**src/rtl/iol_pkg.sv**
```systemverilog
// ----------------------------------------------------------------------------
// iol_pkg
// shared sizes, operation codes and the control bundle of the ordered list
// ----------------------------------------------------------------------------
package iol_pkg;

	localparam int CAPACITY   = 16;
	localparam int DATA_WIDTH = 32;

	// fixed field widths of the stream items
	localparam int OP_W  = 3;
	localparam int POS_W = 5;

	// element count holds 0 to CAPACITY
	localparam int CNT_W = $clog2(CAPACITY + 1);
	// compare width wide enough for both a position and a count
	localparam int AT_W  = (CNT_W > POS_W) ? CNT_W : POS_W;

	localparam int S_TDATA_W = ((DATA_WIDTH + POS_W + 7) / 8) * 8;
	localparam int M_TDATA_W = ((DATA_WIDTH + CNT_W + 2 + 7) / 8) * 8;
	localparam int S_TUSER_W = OP_W;

	localparam logic [OP_W-1:0] OP_PUSH_FRONT = 3'd0;
	localparam logic [OP_W-1:0] OP_PUSH_BACK  = 3'd1;
	localparam logic [OP_W-1:0] OP_INSERT_AT  = 3'd2;
	localparam logic [OP_W-1:0] OP_POP_FRONT  = 3'd3;
	localparam logic [OP_W-1:0] OP_POP_BACK   = 3'd4;
	localparam logic [OP_W-1:0] OP_REMOVE_AT  = 3'd5;

	// what the cell array does with one item
	typedef struct packed {
		logic            open_gap;  // shift up from at, load word at at
		logic            close_gap; // shift down onto at
		logic [AT_W-1:0] at;
	} cell_ctrl_t;

endpackage

```
**src/rtl/iol_decode.sv**
```systemverilog
// ----------------------------------------------------------------------------
// iol_decode
// turns an operation and a position into a range-checked cell command
// ----------------------------------------------------------------------------
module iol_decode (
	input  logic [iol_pkg::OP_W-1:0]  operation,
	input  logic [iol_pkg::POS_W-1:0] position,
	input  logic [iol_pkg::CNT_W-1:0] count,
	output iol_pkg::cell_ctrl_t       ctrl
);

	logic [iol_pkg::AT_W-1:0] cnt_w;
	logic [iol_pkg::AT_W-1:0] pos_w;
	logic                     full;
	logic                     empty;

	assign cnt_w = iol_pkg::AT_W'(count);
	assign pos_w = iol_pkg::AT_W'(position);
	assign full  = (cnt_w == iol_pkg::AT_W'(iol_pkg::CAPACITY));
	assign empty = (count == '0);

	always_comb begin
		ctrl.open_gap  = 1'b0;
		ctrl.close_gap = 1'b0;
		ctrl.at        = '0;
		case (operation)
			iol_pkg::OP_PUSH_FRONT: begin
				ctrl.open_gap = !full;
			end
			iol_pkg::OP_PUSH_BACK: begin
				ctrl.at       = cnt_w;
				ctrl.open_gap = !full;
			end
			iol_pkg::OP_INSERT_AT: begin
				ctrl.at       = pos_w;
				ctrl.open_gap = !full && (pos_w <= cnt_w);
			end
			iol_pkg::OP_POP_FRONT: begin
				ctrl.close_gap = !empty;
			end
			iol_pkg::OP_POP_BACK: begin
				ctrl.at        = cnt_w - iol_pkg::AT_W'(1);
				ctrl.close_gap = !empty;
			end
			iol_pkg::OP_REMOVE_AT: begin
				ctrl.at        = pos_w;
				ctrl.close_gap = (pos_w < cnt_w);
			end
			default: begin
				ctrl.at = '0;
			end
		endcase
	end

endmodule

```
**src/rtl/iol_store.sv**
```systemverilog
// ----------------------------------------------------------------------------
// iol_store
// row of list cells, each holding, shifting up, shifting down or loading
// ----------------------------------------------------------------------------
module iol_store (
	input  logic                           clk,
	input  logic                           arst_n,
	input  logic                           en,
	input  iol_pkg::cell_ctrl_t            ctrl,
	input  logic [iol_pkg::DATA_WIDTH-1:0] word,
	output logic [iol_pkg::CNT_W-1:0]      count_q,
	output logic [iol_pkg::CNT_W-1:0]      count_next,
	output logic [iol_pkg::DATA_WIDTH-1:0] front_next
);

	logic [iol_pkg::DATA_WIDTH-1:0] cell_q [iol_pkg::CAPACITY];
	logic [iol_pkg::DATA_WIDTH-1:0] cell_d [iol_pkg::CAPACITY];

	always_comb begin
		for (int i = 0; i < iol_pkg::CAPACITY; i++) begin
			cell_d[i] = cell_q[i];
			if (ctrl.open_gap) begin
				if (iol_pkg::AT_W'(i) == ctrl.at)
					cell_d[i] = word;
				else if (i > 0 && iol_pkg::AT_W'(i) > ctrl.at)
					cell_d[i] = cell_q[(i > 0) ? i - 1 : 0];
			end else if (ctrl.close_gap) begin
				if (i < iol_pkg::CAPACITY - 1 && iol_pkg::AT_W'(i) >= ctrl.at)
					cell_d[i] = cell_q[(i < iol_pkg::CAPACITY - 1) ? i + 1 : i];
			end
		end
	end

	always_comb begin
		count_next = count_q;
		if (ctrl.open_gap)
			count_next = count_q + iol_pkg::CNT_W'(1);
		else if (ctrl.close_gap)
			count_next = count_q - iol_pkg::CNT_W'(1);
	end

	assign front_next = (count_next == '0) ? '0 : cell_d[0];

	// cells hold no reset: only entries below the count are ever read
	always_ff @(posedge clk) begin
		if (en) begin
			for (int i = 0; i < iol_pkg::CAPACITY; i++)
				cell_q[i] <= cell_d[i];
		end
	end

	always_ff @(posedge clk or negedge arst_n) begin
		if (!arst_n) begin
			count_q <= '0;
		end else if (en) begin
			count_q <= count_next;
		end
	end

endmodule

```
**src/rtl/indexed_ordered_list_top.sv**
```systemverilog
// ----------------------------------------------------------------------------
// indexed_ordered_list_top
// ordered list of signed words with push, pop, insert and remove by position
// ----------------------------------------------------------------------------
//  channel   dir  item contents
//  s_*       in   tuser: operation; tdata: item_value, position
//  m_*       out  tdata: front_value, element_count, is_empty, applied
//
//  one item per cycle sustained while the result is not stalled; an accepted item
//  passes the input register, then the cell row updates as the result register loads
//  the whole update is one pass through the cell row: every cell shifts up,
//  shifts down, loads or holds in the same cycle
//  reset empties the list at once; cell contents are left as they are
//  a stalled result holds the input register, so s_tready drops only when
//  both the input register and the result register are full
// ----------------------------------------------------------------------------
module indexed_ordered_list_top (
	input  logic                          clk,
	input  logic                          arst_n,
	input  logic                          s_tvalid,
	output logic                          s_tready,
	// operation [2:0]
	input  logic [iol_pkg::S_TUSER_W-1:0] s_tuser,
	// item_value [31:0], position [36:32], zero pad above
	input  logic [iol_pkg::S_TDATA_W-1:0] s_tdata,
	output logic                          m_tvalid,
	input  logic                          m_tready,
	// front_value [31:0], element_count [36:32], is_empty [37], applied [38],
	// zero pad above
	output logic [iol_pkg::M_TDATA_W-1:0] m_tdata
);

	localparam int CNT_LO = iol_pkg::DATA_WIDTH;
	localparam int EMP_B  = CNT_LO + iol_pkg::CNT_W;
	localparam int APP_B  = EMP_B + 1;

	// input register
	logic                           valid_s1;
	logic [iol_pkg::OP_W-1:0]       operation_s1;
	logic [iol_pkg::DATA_WIDTH-1:0] item_value_s1;
	logic [iol_pkg::POS_W-1:0]      position_s1;

	// result register
	logic                           valid_s2;
	logic [iol_pkg::DATA_WIDTH-1:0] front_value_s2;
	logic [iol_pkg::CNT_W-1:0]      element_count_s2;
	logic                           applied_s2;

	logic                           advance;
	iol_pkg::cell_ctrl_t            ctrl;
	logic [iol_pkg::CNT_W-1:0]      count_q;
	logic [iol_pkg::CNT_W-1:0]      count_next;
	logic [iol_pkg::DATA_WIDTH-1:0] front_next;

	// the item in the input register moves on when the result slot is free or emptying
	assign advance  = valid_s1 && (!valid_s2 || m_tready);
	assign s_tready = !valid_s1 || advance;

	always_ff @(posedge clk or negedge arst_n) begin
		if (!arst_n) begin
			valid_s1 <= 1'b0;
		end else if (s_tready) begin
			valid_s1 <= s_tvalid;
		end
	end

	// payload needs no reset
	always_ff @(posedge clk) begin
		if (s_tready && s_tvalid) begin
			operation_s1  <= s_tuser[iol_pkg::OP_W-1:0];
			item_value_s1 <= s_tdata[iol_pkg::DATA_WIDTH-1:0];
			position_s1   <= s_tdata[iol_pkg::DATA_WIDTH +: iol_pkg::POS_W];
		end
	end

	iol_decode u_decode (
		.operation (operation_s1),
		.position  (position_s1),
		.count     (count_q),
		.ctrl      (ctrl)
	);

	// the list itself only moves when the item is handed to the result register
	iol_store u_store (
		.clk        (clk),
		.arst_n     (arst_n),
		.en         (advance),
		.ctrl       (ctrl),
		.word       (item_value_s1),
		.count_q    (count_q),
		.count_next (count_next),
		.front_next (front_next)
	);

	always_ff @(posedge clk or negedge arst_n) begin
		if (!arst_n) begin
			valid_s2 <= 1'b0;
		end else if (advance) begin
			valid_s2 <= 1'b1;
		end else if (m_tready) begin
			valid_s2 <= 1'b0;
		end
	end

	always_ff @(posedge clk) begin
		if (advance) begin
			front_value_s2   <= front_next;
			element_count_s2 <= count_next;
			applied_s2       <= ctrl.open_gap || ctrl.close_gap;
		end
	end

	assign m_tvalid = valid_s2;

	always_comb begin
		m_tdata                                 = '0;
		m_tdata[iol_pkg::DATA_WIDTH-1:0]        = front_value_s2;
		m_tdata[CNT_LO +: iol_pkg::CNT_W]       = element_count_s2;
		m_tdata[EMP_B]                          = (element_count_s2 == '0);
		m_tdata[APP_B]                          = applied_s2;
	end

	// count never passes capacity
	a_count_bound: assert property (@(posedge clk) disable iff (!arst_n)
		count_q <= iol_pkg::CNT_W'(iol_pkg::CAPACITY))
		else $error("element count above capacity");

	// a pending item that cannot move on stays in the input register
	a_s1_hold: assert property (@(posedge clk) disable iff (!arst_n)
		(valid_s1 && !advance) |=> valid_s1)
		else $error("pending item lost while result stalled");

	// list length only changes when an item passes through the cell row
	a_count_stable: assert property (@(posedge clk) disable iff (!arst_n)
		!advance |=> $stable(count_q))
		else $error("element count changed without an item");

	// a delivered result reports the count left in the cell row
	a_result_count: assert property (@(posedge clk) disable iff (!arst_n)
		advance |=> (element_count_s2 == count_q))
		else $error("reported count differs from stored count");

	// an empty list never reports a front word
	a_empty_front: assert property (@(posedge clk) disable iff (!arst_n)
		(valid_s2 && element_count_s2 == '0) |-> (front_value_s2 == '0))
		else $error("front word reported on empty list");

endmodule
```
**config.mk**
```make
export PLATFORM = sky130hd
export DESIGN_NAME = indexed_ordered_list_top
export DESIGN_NICKNAME = d
export VERILOG_FILES = /design/src/rtl/iol_pkg.sv /design/src/rtl/iol_decode.sv /design/src/rtl/iol_store.sv /design/src/rtl/indexed_ordered_list_top.sv
export SDC_FILE = /design/constraint.sdc
export NUM_CORES = 1
export LEC_CHECK = 0
export BUFFER_PORTS_ARGS = -buffer_cell sky130_fd_sc_hd__buf_2
export CAP_MARGIN = 20
export CORE_AREA = 4 4 210 294
export CTS_BUF_LIST = sky130_fd_sc_hd__clkbuf_16
export DETAILED_ROUTE_END_ITERATION = 8
export DIE_AREA = 0 0 214 298
export GPL_TIMING_DRIVEN = 0
export HOLD_SLACK_MARGIN = 0.05
export PLACE_DENSITY_LB_ADDON = 0.05
export REMOVE_ABC_BUFFERS = 1
export SLEW_MARGIN = 20
export SYNTH_ARGS = -nofsm -noshare
export SYNTH_HDL_FRONTEND = slang
export SYNTH_SLANG_ARGS = --single-unit
```
**constraint.sdc**
```tcl
create_clock -name clk -period 7.34 [get_ports clk]
set_clock_uncertainty 0.1 [all_clocks]
set_input_delay 1.468 -clock clk [delete_from_list [all_inputs] [get_ports clk]]
set_output_delay 1.468 -clock clk [all_outputs]
set_load 0.02 [all_outputs]
```
==> qor.csv <==
stage,metric,value,unit
logic_synthesis,Netlist Area Pre-Place,0.0299,sq mm
global_route,number of global-route vias before repair,19300,
global_route,largest net degree at the start of global routing,91,
floorplan,CORE AREA,0.0593,sq mm
floorplan,Die Wd,214,um
clock_tree,Clock Latency Late Sink,0.63,ns
placement,post-place setup slack,2.53,ns
hold_path,Worst Hold Depth,1,
timing,RSZ-0062 raised after global routing,false,
logic_synthesis,Post-synth EDFFs,590,
layout,post-route insts no fill,3275,
clock_tree,maximum clock path buffer count,3,
drt,max layer used,met4,
worst_setup_path,CP Capture Type,flip-flop,
layout,layout cells sized above 1,13.9,%
worst_setup_path,Crit path largest cell delay,0.73,ns
timing,setup violators final,0,
worst_setup_path,critical path class,flip-flop to flip-flop,
worst_setup_path,crit-path leading delay family,compound AO/OA/AOI/OAI gates,
clock_tree,post-CTS resize count,0,
layout,Final Util,57.2,%
timing,Fmax achieved,209,MHz
power,Sw Ratio,32.2,%
floorplan,total I/O pin count,89,
logic_synthesis,post-synth top area cell,edfxtp_1,
drt,met1 wire length,33.9,mm
hold_path,hold crit path type,flip-flop to flip-flop,
logic_synthesis,post-synth top area share,59.3,%
floorplan,Die Ht,298,um
layout,final instance area,0.0339,sq mm
logic_synthesis,mux share of post-synthesis cell area,16.4,%
timing,clock period minus worst slack,4.80,ns
drt,DR vias,19300,
placement,HPWL Detailed,52.0,mm
power,Peak VDD IR,312,uV
global_route,GRT Total Usage,23.5,%
timing,final worst setup slack,2.54,ns
drt,Pre-antenna DRT Iters,6,
logic_synthesis,Post-Synth XOR/XNOR Area,0.176,%
power,Cell Pwr Density,320,mW/mm^2
timing,worst slew pin tran,1.19,ns
drt,DR vias/cell,5.90,
clock_tree,post-cts hold buffer count,0,
logic_synthesis,register area share after synthesis,59.9,%
logic_synthesis,Synth top cells by count,"edfxtp_1 (590), nand2_1 (465), mux2i_1 (448), o21ai_0 (235), o21ai_1 (225)",
timing,final slew viol count,0,
clock_tree,htree depth,2,
worst_setup_path,critical path's most frequent cell,buf_16,
placement,"Cell Area, Placed",0.0320,sq mm
drt,routed len/inst,23.5,um
power,Pint,7.35,mW
global_route,antenna violations before repair,1,
clock_tree,CTS sink cnt,597,
outcome,status,"complete, no violations",
drt,met3 wire length,3.32,mm
logic_synthesis,Synth cell types,75,
logic_synthesis,Ys Warns,0,
logic_synthesis,Post-Synthesis Cells,2455,
timing,WHS,0.411,ns
drt,routed wire length,77.0,mm
clock_tree,Clock transition at path regs,0.06,ns
clock_tree,Post-CTS Setup Bufs,0,
logic_synthesis,Yosys reg bits,597,
worst_setup_path,Reg2Reg Depth,10,
logic_synthesis,"Top FF cell, synth",edfxtp_1,
drt,Final ANT Viol Nets,0,
flow_run,Max-Cap Viols,0,
placement,number of buffers added on ports,84,
logic_synthesis,Synth Area in Adders,0.293,%
logic_synthesis,top post-synthesis cells by area,"edfxtp_1 (59%), mux2i_1 (15%), nand2_1 (5.8%)",
placement,final RePlAce weighted congestion,0.797,
worst_setup_path,critical path's slowest cell,nor3b_2,
logic_synthesis,syn_area_per_cell,12.2,sq um
drt,DR iter-0 viols,1562,
floorplan,starting density of the core,50.4,%
timing,max_slew headroom,20.8,%
drt,met2 WL post-DR,38.1,mm
timing,Final Hold Vio Count,0,
logic_synthesis,top-count cell post-synth,edfxtp_1,
layout,fin nets,2525,
floorplan,total die area,0.0638,sq mm
worst_setup_path,critical path startpoint category,flip-flop,
worst_setup_path,crit path DAT,5.03,ns
layout,area delta synth->final,13.4,%
worst_setup_path,worst path cell trace,inv_1 > ha_1 > a2bb2oi_1 > o21ai_1 > nor3b_2 > nand2_4 > buf_16 > a21oi_4 > buf_16 > buf_16,
logic_synthesis,Compound-Gate Fraction of Synth Area,11.8,%
global_route,final global-route overflow total,0,
worst_setup_path,CP max FO,27,
clock_tree,Inserted Clock Buffers,59,
global_route,first-pass GRT wire length,118,mm
logic_synthesis,main combinational cell family by area after synthesis,multiplexers,
logic_synthesis,Post-synth ARST share,1.17,%
power,Psw,3.50,mW
clock_tree,CTS tree,yes,
clock_tree,Clock Tree Root,clkbuf_16,
drt,# DRC,0,
placement,dpl cells,3166,
power,Tot Pwr,10.8,mW
worst_setup_path,Crit path required time,7.57,ns
power,Gate power share,27.2,%
logic_synthesis,Post-Synth Simple-Gate Area,7.62,%
layout,# diodes,0,
power,clock power share,28.0,%
worst_setup_path,CP Buf/Inv Count,4,
timing,sum of negative setup slack,0,ns
power,P_leak,13.2,nW
timing,period utilisation layout,65.3,%
power,share of power burned in registers,44.8,%
layout,filler cell count,4880,
worst_setup_path,WP depth,10,
floorplan,num rows,106,
[worst register-to-register path, cell delays in order, from the launching register on]
cell       delay [ns]
dfrtp_1          0.63
inv_1            0.19
ha_1             0.40
a2bb2oi_1        0.17
o21ai_1          0.65
nor3b_2          0.73
nand2_4          0.29
buf_16           0.30
a21oi_4          0.60
buf_16           0.24
buf_16           0.18
[sequential cells by signal, summed over array words and instances (netlist names)]
signal,flops
u_store.cell_q,512
front_value_s2,32
item_value_s1,32
element_count_s2,5
position_s1,5
u_store.count_q,5
operation_s1,3
applied_s2,1
m_tvalid,1
valid_s1,1
[cell usage in the layout, fill, tap and decap left out, types with 8 or more instances in the layout]
master and instances:
buf_2 84, o21ai_0 234, nand2_1 459, o22a_1 64, o21ai_1 225, buf_16 32, mux2i_1 448, clkinv_1 13
buf_6 8, a21boi_1 32, buf_12 13, inv_1 21, clkbuf_16 59, buf_8 22, clkinv_2 15, mux2_2 35
edfxtp_1 590
[logic make-up after synthesis]
group	Yosys count
AOI/OAI and AO/OA	602
DFF	597
and+or+nand+nor	536
muxes	484
buffers and inverters	222
adders and majority gates	7
xor gates and xnor gates	6
other	1
[metal layers]
metal | vias to the layer above | track usage [%]
met5 | - | 0
met4 | 0 | 5.98
met3 | 108 | 3.02
met2 | 498 | 40.8
met1 | 9569 | 31.5
li1 | 9132 | -
[path summary, 6_finish.rpt]
check                                        end          startpoint  slack [ns]
min in group asynchronous     u_store.count_q[0]              arst_n        0.59
max reg2reg                u_store.cell_q[2][83]  u_store.count_q[1]        2.54
min                                     m_tvalid            valid_s1        0.41
max in group asynchronous     u_store.count_q[4]              arst_n        6.37
max                        u_store.cell_q[2][83]  u_store.count_q[1]        2.54
min reg2reg                             m_tvalid            valid_s1        0.41
[layout make-up]
cell class              instances  area (sq um)  area share, %
flip-flops and latches        597         17900           52.8
multi-input cells            1636         11100           32.7
repair buffers                166          2030           6.00
clock buffers                  59          1480           4.36
well taps                     756           946           2.79
clock inverters                50           414           1.22
inverters                      11          41.3          0.122
[power by group through the flow]
stage,Clock (mW),Sequential (mW),Combinational (mW)
floorplan,0,4.92,1.97
global placement,0,4.99,2.87
detailed placement,0,4.92,2.95
CTS,3.11,4.85,2.97
global route,3.24,4.91,3.23
finish,3.03,4.86,2.95
(Power assumes the default switching activity.)
